`src/rtl/core/polynomial_add_multiply_assert.svh`:
```
// Assertion macros for the polynomial add/multiply block.
// Used by the top level; needs no package and no other header.
`ifndef POLYNOMIAL_ADD_MULTIPLY_ASSERT_SVH
`define POLYNOMIAL_ADD_MULTIPLY_ASSERT_SVH

`ifndef SYNTHESIS
// Same-cycle implication, checked out of reset.
`define PAM_ASSERT_IMPLY(lbl, clk, rstn, ante, cons) \
    lbl: assert property (@(posedge clk) disable iff (!rstn) (ante) |-> (cons)) \
        else $error("pam assertion failed");
// Next-cycle implication, checked out of reset.
`define PAM_ASSERT_NEXT(lbl, clk, rstn, ante, cons) \
    lbl: assert property (@(posedge clk) disable iff (!rstn) (ante) |=> (cons)) \
        else $error("pam assertion failed");
`else
`define PAM_ASSERT_IMPLY(lbl, clk, rstn, ante, cons)
`define PAM_ASSERT_NEXT(lbl, clk, rstn, ante, cons)
`endif

`endif

```
`src/rtl/core/pam_pkg.sv`:
```
// Shared constants, request codes and the result type of the polynomial block.
// Used by pam_ram, pam_seq and polynomial_add_multiply; depends on nothing.
`default_nettype none

package pam_pkg;

    // Default highest exponent kept per operand.
    localparam int MAX_EXP_DEF = 15;

    // Field widths.
    localparam int COEF_W = 32;
    localparam int TEXP_W = 4;
    localparam int OEXP_W = 5;
    localparam int REQ_W  = 2;

    // Request codes.
    localparam logic [REQ_W-1:0] REQ_LOAD_A  = 2'd0;
    localparam logic [REQ_W-1:0] REQ_LOAD_B  = 2'd1;
    localparam logic [REQ_W-1:0] REQ_COMPUTE = 2'd2;

    // Section codes.
    localparam logic SECT_SUM  = 1'b0;
    localparam logic SECT_PROD = 1'b1;

    // One result term.
    typedef struct packed {
        logic              section;
        logic [COEF_W-1:0] coef;
        logic [OEXP_W-1:0] exponent;
        logic              last;
    } t_res;

endpackage

`default_nettype wire

```
`src/rtl/core/pam_ram.sv`:
```
// Single-port-write, single-port-read coefficient memory with a registered
// read and per-entry valid bits; unwritten entries read as zero. Uses pam_pkg.
`default_nettype none

module pam_ram
    import pam_pkg::*;
#(
    parameter int DEPTH = MAX_EXP_DEF + 1,
    parameter int WIDTH = COEF_W
) (
    input  wire logic                     i_clk,
    input  wire logic                     i_rst_n,
    input  wire logic                     i_clr,
    input  wire logic                     i_we,
    input  wire logic [$clog2(DEPTH)-1:0] i_waddr,
    input  wire logic [WIDTH-1:0]         i_wdata,
    input  wire logic                     i_re,
    input  wire logic [$clog2(DEPTH)-1:0] i_raddr,
    output logic      [WIDTH-1:0]         o_rdata
);

    logic [WIDTH-1:0] r_mem [DEPTH];
    logic [DEPTH-1:0] r_valid;
    logic [WIDTH-1:0] r_rdata;

    // Storage array, written without reset.
    always_ff @(posedge i_clk) begin
        if (i_we) begin
            r_mem[i_waddr] <= i_wdata;
        end
    end

    // Valid bits: an entry never written since the last clear reads as zero.
    always_ff @(posedge i_clk) begin
        if (!i_rst_n) begin
            r_valid <= '0;
        end else if (i_clr) begin
            r_valid <= '0;
        end else if (i_we) begin
            r_valid[i_waddr] <= 1'b1;
        end
    end

    // Registered read port; data holds while no read is issued.
    always_ff @(posedge i_clk) begin
        if (i_re) begin
            r_rdata <= r_valid[i_raddr] ? r_mem[i_raddr] : '0;
        end
    end

    assign o_rdata = r_rdata;

endmodule

`default_nettype wire

```
`src/rtl/core/pam_seq.sv`:
```
// Sequencer of the polynomial block: holds the two operand memories and the
// product memory and walks them for loads, the sum and the product.
// Uses pam_pkg and pam_ram.
`default_nettype none

module pam_seq
    import pam_pkg::*;
#(
    parameter int MAX_EXP = MAX_EXP_DEF
) (
    input  wire logic              i_clk,
    input  wire logic              i_rst_n,
    input  wire logic              i_valid,
    output logic                   o_ready,
    input  wire logic [REQ_W-1:0]  i_req_type,
    input  wire logic [COEF_W-1:0] i_coef,
    input  wire logic [TEXP_W-1:0] i_exp,
    output logic                   o_push_valid,
    input  wire logic              i_push_ready,
    output t_res                   o_push
);

    localparam int NTERM = MAX_EXP + 1;
    localparam int NPROD = 2 * MAX_EXP + 1;
    localparam int AW    = $clog2(NTERM);
    localparam int PW    = $clog2(NPROD);
    localparam logic [AW-1:0] LAST_IDX  = AW'(MAX_EXP);
    localparam logic [PW-1:0] LAST_PIDX = PW'(2 * MAX_EXP);

    // State codes.
    localparam logic [3:0] S_IDLE      = 4'd0;
    localparam logic [3:0] S_LD_WR     = 4'd1;
    localparam logic [3:0] S_SUM_RD    = 4'd2;
    localparam logic [3:0] S_SUM_CHK   = 4'd3;
    localparam logic [3:0] S_SUM_EMPTY = 4'd4;
    localparam logic [3:0] S_PR_RD     = 4'd5;
    localparam logic [3:0] S_PR_MUL    = 4'd6;
    localparam logic [3:0] S_PR_WR     = 4'd7;
    localparam logic [3:0] S_PE_RD     = 4'd8;
    localparam logic [3:0] S_PE_CHK    = 4'd9;
    localparam logic [3:0] S_PE_FIN    = 4'd10;

    logic [3:0]        r_state,     n_state;
    logic [AW-1:0]     r_ld_addr,   n_ld_addr;
    logic              r_ld_b,      n_ld_b;
    logic [COEF_W-1:0] r_coef,      n_coef;
    logic [AW-1:0]     r_e,         n_e;
    logic [AW-1:0]     r_i,         n_i;
    logic [AW-1:0]     r_j,         n_j;
    logic [PW-1:0]     r_pe,        n_pe;
    logic              r_found,     n_found;
    logic [COEF_W-1:0] r_prod,      n_prod;
    logic              r_pend_vld,  n_pend_vld;
    logic [COEF_W-1:0] r_pend_coef, n_pend_coef;
    logic [OEXP_W-1:0] r_pend_exp,  n_pend_exp;

    // Memory ports.
    logic              a_re, a_we, b_re, b_we, p_re, p_we, mem_clr;
    logic [AW-1:0]     a_raddr, b_raddr;
    logic [PW-1:0]     p_addr;
    logic [COEF_W-1:0] a_wdata, b_wdata, p_wdata;
    logic [COEF_W-1:0] a_rdata, b_rdata, p_rdata;

    logic [COEF_W-1:0] sum_ab;
    logic [COEF_W-1:0] mul_ab;
    logic              step;
    logic              in_range;

    assign sum_ab   = a_rdata + b_rdata;
    assign mul_ab   = a_rdata * b_rdata;
    assign in_range = (32'(i_exp) <= 32'(MAX_EXP));

    // Operand and product memories.
    pam_ram #(.DEPTH(NTERM), .WIDTH(COEF_W)) u_ram_a (
        .i_clk   (i_clk),
        .i_rst_n (i_rst_n),
        .i_clr   (mem_clr),
        .i_we    (a_we),
        .i_waddr (r_ld_addr),
        .i_wdata (a_wdata),
        .i_re    (a_re),
        .i_raddr (a_raddr),
        .o_rdata (a_rdata)
    );

    pam_ram #(.DEPTH(NTERM), .WIDTH(COEF_W)) u_ram_b (
        .i_clk   (i_clk),
        .i_rst_n (i_rst_n),
        .i_clr   (mem_clr),
        .i_we    (b_we),
        .i_waddr (r_ld_addr),
        .i_wdata (b_wdata),
        .i_re    (b_re),
        .i_raddr (b_raddr),
        .o_rdata (b_rdata)
    );

    pam_ram #(.DEPTH(NPROD), .WIDTH(COEF_W)) u_ram_p (
        .i_clk   (i_clk),
        .i_rst_n (i_rst_n),
        .i_clr   (mem_clr),
        .i_we    (p_we),
        .i_waddr (p_addr),
        .i_wdata (p_wdata),
        .i_re    (p_re),
        .i_raddr (p_addr),
        .o_rdata (p_rdata)
    );

    assign o_ready = (r_state == S_IDLE);

    // Next-state and memory control.
    always_comb begin
        n_state     = r_state;
        n_ld_addr   = r_ld_addr;
        n_ld_b      = r_ld_b;
        n_coef      = r_coef;
        n_e         = r_e;
        n_i         = r_i;
        n_j         = r_j;
        n_pe        = r_pe;
        n_found     = r_found;
        n_prod      = r_prod;
        n_pend_vld  = r_pend_vld;
        n_pend_coef = r_pend_coef;
        n_pend_exp  = r_pend_exp;
        a_re        = 1'b0;
        b_re        = 1'b0;
        p_re        = 1'b0;
        a_we        = 1'b0;
        b_we        = 1'b0;
        p_we        = 1'b0;
        mem_clr     = 1'b0;
        a_raddr     = r_i;
        b_raddr     = r_j;
        p_addr      = PW'(r_i) + PW'(r_j);
        a_wdata     = a_rdata + r_coef;
        b_wdata     = b_rdata + r_coef;
        p_wdata     = p_rdata + r_prod;
        o_push_valid = 1'b0;
        o_push      = '0;
        step        = 1'b1;

        case (r_state)
            S_IDLE: begin
                if (i_valid) begin
                    case (i_req_type)
                        REQ_LOAD_A, REQ_LOAD_B: begin
                            if (in_range) begin
                                n_ld_addr = AW'(i_exp);
                                n_coef    = i_coef;
                                n_ld_b    = (i_req_type == REQ_LOAD_B);
                                a_raddr   = AW'(i_exp);
                                b_raddr   = AW'(i_exp);
                                a_re      = (i_req_type == REQ_LOAD_A);
                                b_re      = (i_req_type == REQ_LOAD_B);
                                n_state   = S_LD_WR;
                            end
                        end
                        REQ_COMPUTE: begin
                            n_e     = LAST_IDX;
                            n_found = 1'b0;
                            n_state = S_SUM_RD;
                        end
                        default: begin
                        end
                    endcase
                end
            end

            // Write back the accumulated coefficient of a loaded term.
            S_LD_WR: begin
                a_we    = !r_ld_b;
                b_we    = r_ld_b;
                n_state = S_IDLE;
            end

            S_SUM_RD: begin
                a_raddr = r_e;
                b_raddr = r_e;
                a_re    = 1'b1;
                b_re    = 1'b1;
                n_state = S_SUM_CHK;
            end

            // Emit a nonzero sum term, waiting on the output if needed.
            S_SUM_CHK: begin
                if (sum_ab != '0) begin
                    o_push_valid = 1'b1;
                    o_push = '{section: SECT_SUM, coef: sum_ab,
                               exponent: OEXP_W'(r_e), last: 1'b0};
                    step   = i_push_ready;
                end
                if (step) begin
                    n_found = r_found || (sum_ab != '0);
                    if (r_e == '0) begin
                        n_i     = '0;
                        n_j     = '0;
                        n_state = n_found ? S_PR_RD : S_SUM_EMPTY;
                    end else begin
                        n_e     = r_e - 1'b1;
                        n_state = S_SUM_RD;
                    end
                end
            end

            S_SUM_EMPTY: begin
                o_push_valid = 1'b1;
                o_push = '{section: SECT_SUM, coef: '0, exponent: '0, last: 1'b0};
                if (i_push_ready) begin
                    n_i     = '0;
                    n_j     = '0;
                    n_state = S_PR_RD;
                end
            end

            // Product: read both coefficients and the partial sum at i+j.
            S_PR_RD: begin
                a_re    = 1'b1;
                b_re    = 1'b1;
                p_re    = 1'b1;
                n_state = S_PR_MUL;
            end

            S_PR_MUL: begin
                n_prod  = mul_ab;
                n_state = S_PR_WR;
            end

            S_PR_WR: begin
                p_we = 1'b1;
                if (r_j == LAST_IDX) begin
                    n_j = '0;
                    if (r_i == LAST_IDX) begin
                        n_pe       = LAST_PIDX;
                        n_pend_vld = 1'b0;
                        n_state    = S_PE_RD;
                    end else begin
                        n_i     = r_i + 1'b1;
                        n_state = S_PR_RD;
                    end
                end else begin
                    n_j     = r_j + 1'b1;
                    n_state = S_PR_RD;
                end
            end

            S_PE_RD: begin
                p_addr  = r_pe;
                p_re    = 1'b1;
                n_state = S_PE_CHK;
            end

            // A nonzero product term is held back one step so that the
            // final one can carry the last mark.
            S_PE_CHK: begin
                p_addr = r_pe;
                if ((p_rdata != '0) && r_pend_vld) begin
                    o_push_valid = 1'b1;
                    o_push = '{section: SECT_PROD, coef: r_pend_coef,
                               exponent: r_pend_exp, last: 1'b0};
                    step   = i_push_ready;
                end
                if (step) begin
                    if (p_rdata != '0) begin
                        n_pend_vld  = 1'b1;
                        n_pend_coef = p_rdata;
                        n_pend_exp  = OEXP_W'(r_pe);
                    end
                    if (r_pe == '0) begin
                        n_state = S_PE_FIN;
                    end else begin
                        n_pe    = r_pe - 1'b1;
                        n_state = S_PE_RD;
                    end
                end
            end

            // Final product term (or the empty term), then clear all stores.
            S_PE_FIN: begin
                o_push_valid = 1'b1;
                o_push = '{section: SECT_PROD,
                           coef: r_pend_vld ? r_pend_coef : '0,
                           exponent: r_pend_vld ? r_pend_exp : '0,
                           last: 1'b1};
                if (i_push_ready) begin
                    mem_clr = 1'b1;
                    n_state = S_IDLE;
                end
            end

            default: begin
                n_state = S_IDLE;
            end
        endcase
    end

    // Control registers.
    always_ff @(posedge i_clk) begin
        if (!i_rst_n) begin
            r_state    <= S_IDLE;
            r_found    <= 1'b0;
            r_pend_vld <= 1'b0;
        end else begin
            r_state    <= n_state;
            r_found    <= n_found;
            r_pend_vld <= n_pend_vld;
        end
    end

    // Datapath registers.
    always_ff @(posedge i_clk) begin
        r_ld_addr   <= n_ld_addr;
        r_ld_b      <= n_ld_b;
        r_coef      <= n_coef;
        r_e         <= n_e;
        r_i         <= n_i;
        r_j         <= n_j;
        r_pe        <= n_pe;
        r_prod      <= n_prod;
        r_pend_coef <= n_pend_coef;
        r_pend_exp  <= n_pend_exp;
    end

endmodule

`default_nettype wire

```
`src/rtl/core/polynomial_add_multiply.sv`:
```
// Sparse polynomial addition and multiplication over dense coefficient stores.
//
// Input stream (s_axis): one request per beat. tuser carries the request kind:
// load a term of the first operand, load a term of the second, or compute.
// Loaded terms with equal exponents accumulate; exponents above MAX_EXP and
// the unused request code are dropped without any result.
// Output stream (m_axis): on a compute request the nonzero sum terms come out
// in descending exponent order (tuser 0), then the nonzero product terms
// (tuser 1); an empty section gives the single term 0 0. tlast marks the
// final product term. Both operands are then cleared for the next case.
// Sequencing: a load is a read-modify-write of an operand memory. A compute
// is set by the product loop, which takes each coefficient pair in turn
// through the states read, multiply and write of the product memory.
// Output stalls hold the sequencer; one request is worked on at a time.
// Reset (synchronous, active low) empties all stores and the output register.
// A result waits in the output register while tready is low; the sequencer
// holds until the register can take the next term.
`default_nettype none

module polynomial_add_multiply
    import pam_pkg::*;
#(
    parameter int MAX_EXP = MAX_EXP_DEF
) (
    input  wire logic        i_clk,
    input  wire logic        i_rst_n,
    input  wire logic        s_axis_tvalid,
    output logic             s_axis_tready,
    input  wire logic [39:0] s_axis_tdata,  // term_coef[31:0], term_exponent[35:32]
    input  wire logic [1:0]  s_axis_tuser,  // req_type[1:0]
    output logic             m_axis_tvalid,
    input  wire logic        m_axis_tready,
    output logic [39:0]      m_axis_tdata,  // out_coef[31:0], out_exponent[36:32]
    output logic [0:0]       m_axis_tuser,  // section[0]
    output logic             m_axis_tlast   // last
);

`include "polynomial_add_multiply_assert.svh"

    logic w_push_valid;
    logic w_push_ready;
    t_res w_push;
    logic r_out_valid;
    t_res r_out;

    pam_seq #(.MAX_EXP(MAX_EXP)) u_seq (
        .i_clk        (i_clk),
        .i_rst_n      (i_rst_n),
        .i_valid      (s_axis_tvalid),
        .o_ready      (s_axis_tready),
        .i_req_type   (s_axis_tuser),
        .i_coef       (s_axis_tdata[COEF_W-1:0]),
        .i_exp        (s_axis_tdata[COEF_W+TEXP_W-1:COEF_W]),
        .o_push_valid (w_push_valid),
        .i_push_ready (w_push_ready),
        .o_push       (w_push)
    );

    // Output register: takes a new term when empty or being drained.
    assign w_push_ready = !r_out_valid || m_axis_tready;

    always_ff @(posedge i_clk) begin
        if (!i_rst_n) begin
            r_out_valid <= 1'b0;
        end else if (w_push_valid && w_push_ready) begin
            r_out_valid <= 1'b1;
        end else if (m_axis_tready) begin
            r_out_valid <= 1'b0;
        end
    end

    always_ff @(posedge i_clk) begin
        if (w_push_valid && w_push_ready) begin
            r_out <= w_push;
        end
    end

    assign m_axis_tvalid = r_out_valid;
    assign m_axis_tdata  = {3'b000, r_out.exponent, r_out.coef};
    assign m_axis_tuser  = r_out.section;
    assign m_axis_tlast  = r_out.last;

    // The sequencer never pushes a result while it is free to take a request.
    `PAM_ASSERT_IMPLY(a_no_push_when_idle, i_clk, i_rst_n, s_axis_tready, !w_push_valid)

    // Sum terms never carry the end-of-output mark.
    `PAM_ASSERT_IMPLY(a_sum_not_last, i_clk, i_rst_n, m_axis_tvalid && (m_axis_tuser == SECT_SUM), !m_axis_tlast)

    // Once the final term leaves, nothing follows in the next cycle.
    `PAM_ASSERT_NEXT(a_gap_after_last, i_clk, i_rst_n, m_axis_tvalid && m_axis_tready && m_axis_tlast, !m_axis_tvalid)

endmodule

`default_nettype wire
```
`config.mk`:
```
export PLATFORM = sky130hd
export DESIGN_NAME = polynomial_add_multiply
export DESIGN_NICKNAME = d
export VERILOG_FILES = /design/src/rtl/core/pam_pkg.sv /design/src/rtl/core/pam_ram.sv /design/src/rtl/core/pam_seq.sv /design/src/rtl/core/polynomial_add_multiply.sv
export VERILOG_INCLUDE_DIRS = /design/src /design/src/rtl/core
export SDC_FILE = /design/constraint.sdc
export NUM_CORES = 2
export LEC_CHECK = 0
export BUFFER_PORTS_ARGS = -buffer_cell sky130_fd_sc_hd__buf_2
export CAP_MARGIN = 20
export CORE_MARGIN = 2
export CORE_UTILIZATION = 55
export CTS_CLUSTER_DIAMETER = 150
export DETAILED_ROUTE_END_ITERATION = 10
export PLACE_DENSITY_LB_ADDON = 0.2
export SLEW_MARGIN = 20
export SYNTH_ARGS = -nofsm -noshare
export SYNTH_HDL_FRONTEND = slang
export SYNTH_SLANG_ARGS = --single-unit
```
`constraint.sdc`:
```
create_clock -name i_clk -period 10.16 [get_ports i_clk]
set_input_delay 1.524 -clock i_clk [delete_from_list [all_inputs] [get_ports i_clk]]
set_output_delay 1.524 -clock i_clk [all_outputs]
set_load 0.1 [all_outputs]
```
== Word-level counts from Yosys, hierarchy flattened ==
Memories as Yosys holds them, arrays and structs flattened. A register that Yosys moved wholly into a read port is not among the register bits.
Cells that the tools add are included.

* Bits in registers: 232
* Bits in latches: 0
* Memory bits (writable): 2,016
* ROM bits: 0
* Input bits: 46
* Output and inout port bits: 44
* Logic and storage cells: 195
* Memories kept: 3

* $add $sub $neg: 9
* Multiply operators: 1
* Div/mod/pow operators: 0
* Magnitude comparators: 6
* Eq/ne operators: 28
* Shift-type cells: 0
* Muxes and demuxes: 87
* Bitwise logic cells: 4
* Reductions and logical operators: 36

{| class="wikitable"
|+ Memories
! memory !! words !! width !! rd ports !! clocked after memory_dff !! write ports !! RTL line !! RTL
|-
| u_seq.u_ram_p.r_mem || 31 || 32 || 1 || 1 || 1 || pam_ram.sv:22 || <nowiki>logic [WIDTH-1:0] r_mem [DEPTH];</nowiki>
|-
| u_seq.u_ram_a.r_mem || 16 || 32 || 1 || 1 || 1 || pam_ram.sv:22 ||
|-
| u_seq.u_ram_b.r_mem || 16 || 32 || 1 || 1 || 1 || pam_ram.sv:22 ||
|}

{| class="wikitable"
|+ Operators by type and width
! cell !! number
|-
| $add A32 B32 Y32 || 4
|-
| $pmux W39 S3 || 1
|-
| $mux W4 || 21
|-
| $reduce_bool A32 Y1 || 2
|-
| $pmux W4 S10 || 1
|-
| $mux W39 || 1
|-
| $mux W38 || 1
|-
| $mux W1 || 37
|-
| $mul A32 B32 Y32 || 1
|-
| $mux W32 || 1
|-
| $or A16 B16 Y16 || 2
|-
| $pmux W4 S2 || 4
|-
| $or A31 B31 Y31 || 1
|-
| $mux W5 || 6
|-
| $pmux W4 S3 || 2
|-
| $eq A4 B4 Y1 const B || 5
|-
| $ne A2 B1 Y1 const B || 9
|-
| $eq A4 B3 Y1 const B || 4
|-
| $lt A4 B5 Y1 const B || 3
|-
| $reduce_and A5 Y1 || 3
|-
| $reduce_and A6 Y1 || 2
|-
| $reduce_or A2 Y1 || 6
|-
| $pmux W5 S2 || 1
|-
| $add A4 B1 Y4 const B || 2
|-
| 30 further kinds || 51
|}

== Logic depth before layout (Yosys ltp) ==
* Depth in word-level cells: 8
* Depth in mapped cells: 29
* Mapped depth without buffers: 28

== Cells and area by module ==
A second synthesis with hierarchy kept.

* Cells, all modules: 6,700
* Area, all modules: 110,586.1 µm²

{| class="wikitable"
|+ By module, submodules not included
! module !! times used !! cells an instance !! area an instance (µm²) !! seq. area each (µm²)
|-
| pam_ram (u_seq.u_ram_a ...) || 2 || 885 || 20,852.5 || 16,656.0
|-
| pam_ram (u_seq.u_ram_p) || 1 || 1,913 || 40,721.6 || 31,370.1
|-
| pam_seq || 1 || 2,969 || 26,904.6 || 3,813.7
|-
| polynomial_add_multiply || 1 || 48 || 1,255.0 || 1,191.1
|}

== Worst setup path after synthesis ==
No wires, ideal clock.

* Kind: register to register
* Start: register u_seq.u_ram_b.r_rdata[2] (netlist: u_seq.u_ram_b.o_rdata[2]), read port of u_seq.u_ram_b.r_mem
* End: register u_seq.r_prod[30], data pin
* Library setup time: 258 ps
* Data arrival time: 6,920 ps
* Path slack: 2,982 ps
* Cell stages (with the launch flop): 27
* Period minus slack after synthesis: 7,178 ps
* Cell sequence: edfxtp_1 -> clkbuf_1 -> clkbuf_1 -> nand2_1 -> fa_1 -> fa_1 -> fa_1 -> inv_1 -> fa_1 -> ha_1 -> ha_1 -> inv_1 -> fa_1 -> inv_1 -> fa_1 -> ha_1 -> a21o_1 -> a31o_2 -> o211a_1 -> o31ai_1 -> a211oi_1 -> a311o_1 -> o41ai_1 -> o311a_1 -> o21bai_1 -> a21oi_1 -> xnor2_1

* Word-level cells in the longest chain between the ends: 1

{| class="wikitable"
|+ RTL lines
! item !! RTL line !! RTL
|-
| start, declared || pam_ram.sv:24 || <nowiki>logic [WIDTH-1:0] r_rdata;</nowiki>
|-
| $mul A32 B32 Y32 || pam_seq.sv:70 || <nowiki>assign mul_ab = a_rdata * b_rdata;</nowiki>
|-
| net u_seq.mul_ab[30] || pam_seq.sv:65 || <nowiki>logic [COEF_W-1:0] mul_ab;</nowiki>
|-
| end signal, assigned || pam_seq.sv:320 || <nowiki>r_prod <= n_prod;</nowiki>
|-
| end, declared || pam_seq.sv:52 || <nowiki>logic [COEF_W-1:0] r_prod, n_prod;</nowiki>
|}

The timed path passes the listed nets, and every way through them passes these cells.
A chain may end at the register's enable or synchronous reset.

== Final worst setup path ==
* Start: register u_seq.u_ram_a.r_rdata[4] (netlist: u_seq.u_ram_a.o_rdata[4]), read port of u_seq.u_ram_a.r_mem
* End: register u_seq.r_prod[30], data pin

* Word-level cells in the longest chain between the ends: 1

{| class="wikitable"
|+ RTL lines
! item !! RTL line
|-
| start, declared || pam_ram.sv:24
|-
| $mul A32 B32 Y32 || pam_seq.sv:70
|-
| net u_seq.mul_ab[30] || pam_seq.sv:65
|}

The timed path passes the listed nets, and every way through them passes these cells.

==> metrics.yaml <==
clockBufferDepth: 3
avgSynthCellArea_sq_um: 14.81
ys_seq_area_frac: 0.6251
grt_usage: 0.2862
ys_ff_latch: 2344
final.setup.tns_ns: 0
io_pins: 90
clkTransAtPathRegs_ns: 0.06
finalSetupViolCount: 0
critical_path_buf_inv_count: 5
dr_total_vias: 65517
synth_edf_count: 2274
yosysTopAreaCell: "edfxtp_1"
synthCells: 7526
critPathSlowestCell: "edfxtp_1"
dpl-instance-area_sq_mm: 0.1164
cpMostUsedCell: "fa_1"
die_h_um: 454.2
syn_to_final_growth_pct: 11.33
drtIter0Drc: 7077
drive_gt1_frac: 0.1324
yosys.cell_types.count: 82
root_buffer: "clkbuf_16"
yosysWarnings: 0
wl_per_cell_um: 27.92
drtPass1Iterations: 6
cts_sinks: 2344
async_reset_ff_frac: 0
status: "finished, final reports clean"
crit_family: "adder cells"
worstSetupStartpointType: "flip-flop"
instances_no_fill: 10517
start_util: 0.5522
worstPathRequired_ns: 10.75
numCtsBuffers: 229
detail-route-antenna-nets: 0
antenna_found_initial: 11
clock.fmax_mhz: 118.6
drv_cap: 0
viasPerCell: 6.230
port_buffers: 82
ctsResizeCount: 0
crit_fanout: 16
postCtsSetupBuffers: 0
worstPathArrival_ns: 9.02
synthTopCellsByArea: "edfxtp_1 61%, fa_1 7.4%, mux4_2 4.7%"
r2r_cells: 26
relSlewSlack: 0.2196
dp_cells: 10085
drcViolationCount: 0
hold_slack_ns: 0.4601
stdcell_area_sq_mm: 0.1241
core-area_sq_mm: 0.2019
hold-path-cell-count: 2
critical_path.max_stage_delay_ns: 0.65
endpoint_kind: "flip-flop"
skew_ns: 0.08097
maxSlewViolCount: 0
die_area_sq_mm: 0.2063
crit_cells: 26
grt_pass1_wl_um: 430100
nets: 8362
hpwl_um: 177500
postRouteWirelength_um: 293600
rsz0062_at_grt: "no"
ctsHoldBuffers: 0
dieWidth_um: 454.2
place_congestion: 0.9031
tightest_slew_ns: 1.171
num_rows: 165
clk_latency_ns: 0.90
hold_viol_final: 0
grt_max_degree: 169
critPathKind: "reg2reg"
grt_pass1_vias: 65320
synth_area_sq_mm: 0.1115
min_path_type: "reg2reg"
min_period_ns: 8.432
synth_flop_cell: "edfxtp_1"
synth_top_area_frac: 0.6125
gr-total-overflow: 0
finalCritPeriodShare: 0.8299
htreeDepth: 4
cts_tree: "yes"
[cells in the mapped netlist, types with 65 or more instances]
library cell,count
a21oi_1,238
nand2_1,532
a22oi_1,144
mux2i_1,328
buf_1,66
and2_1,351
dfxtp_1,70
ha_1,255
xnor2_1,142
inv_1,444
o21ai_0,98
a211oi_1,407
edfxtp_1,2274
clkbuf_1,311
fa_1,413
a311oi_1,65
nor2_1,325
mux4_2,231
nor2b_1,230
[kinds of logic after synthesis]
family	Yosys count	synth area share
adders and majority gates	668	0.1028
xor gates and xnor gates	192	0.01508
DFF	2344	0.6251
and+or+nand+nor	1690	0.07491
muxes	559	0.07611
other	1	0.00003364
AOI/OAI and AO/OA	1224	0.07711
buffers and inverters	848	0.02892
[worst reg2reg max path, delay by kind of cell, from the launching register on]
family          cells  cell delay, ns
xor+xnor            1            0.10
buf+inv             5            0.50
flops               1            0.65
compound gates     10            2.88
fa+ha+maj          10            4.02
[stage by stage]
| stage | util | setup slack (ns) |
|---|---|---|
| floorplan | - | 2.982 |
| global placement | 0.5756 | 1.520 |
| detailed placement | 0.5763 | 1.935 |
| CTS | 0.6132 | 1.855 |
| global route | 0.6147 | 1.451 |
| finish | 0.6148 | 1.728 |
[cells in the final DEF, fill, tap and decap left out, drive strengths merged, types with 50 or more instances in the layout]
master  netlist  final
clkbuf      311    285
edfxtp     2274   2274
ha          255    255
mux2i       328    328
xnor2       142    142
nand2       532    532
and2        351    351
a211oi      407    407
clkinv        0    106
nor2b       230    230
a311oi       65     65
mux4        231    231
nor2        325    325
nor3         51     51
a21oi       238    238
a22oi       144    144
buf          93    291
fa          413    413
xor2         50     50
o21ai       105    105
dfxtp        70     70
inv         444    448
[registers in the layout (all words and copies together) (netlist names), 5 cells and up]
signal,cells
u_seq.u_ram_a.r_valid,16
u_seq.r_pend_exp,5
u_seq.r_prod,32
u_seq.u_ram_p.r_mem,992
u_seq.u_ram_b.r_valid,16
u_seq.u_ram_p.o_rdata,32
u_seq.u_ram_a.r_mem,512
u_seq.u_ram_a.o_rdata,32
u_seq.u_ram_p.r_valid,31
u_seq.r_coef,32
u_seq.u_ram_b.o_rdata,32
u_seq.r_pend_coef,32
u_seq.r_pe,5
u_seq.u_ram_b.r_mem,512
m_axis_tdata,37
[final timing paths]
check | start | end | slack (ns)
hold reg to reg | u_seq.u_ram_b.r_valid[0] | u_seq.u_ram_b.r_valid[0] | 0.46
setup / recovery | u_seq.u_ram_a.o_rdata[4] | u_seq.r_prod[30] | 1.73
hold / removal | u_seq.u_ram_b.r_valid[0] | u_seq.u_ram_b.r_valid[0] | 0.46
setup reg to reg | u_seq.u_ram_a.o_rdata[4] | u_seq.r_prod[30] | 1.73
[area by class of cell]
type | count | area, sq um
Antenna cell | 6 | 15.01
Sequential cell | 2344 | 69690
Clock buffer | 283 | 6025
Multi-Input combinational cell | 4336 | 39870
Timing Repair Buffer | 293 | 2090
Tap cell | 2672 | 3343
Inverter | 444 | 1667
Fill cell | 14809 | 77780
Clock inverter | 139 | 1429
[layer usage]
layer,global-route usage,vias to the layer above,share of wire
met2,0.4635,2881,0.48
li1,-,28375,-
met4,0.1289,8,0.050
met3,0.04384,617,0.080
met5,0,-,0.00017
met1,0.3864,33636,0.39
Power is not shown: default switching activity piles up to over one toggle a cycle in this logic, so the estimate is an artifact.
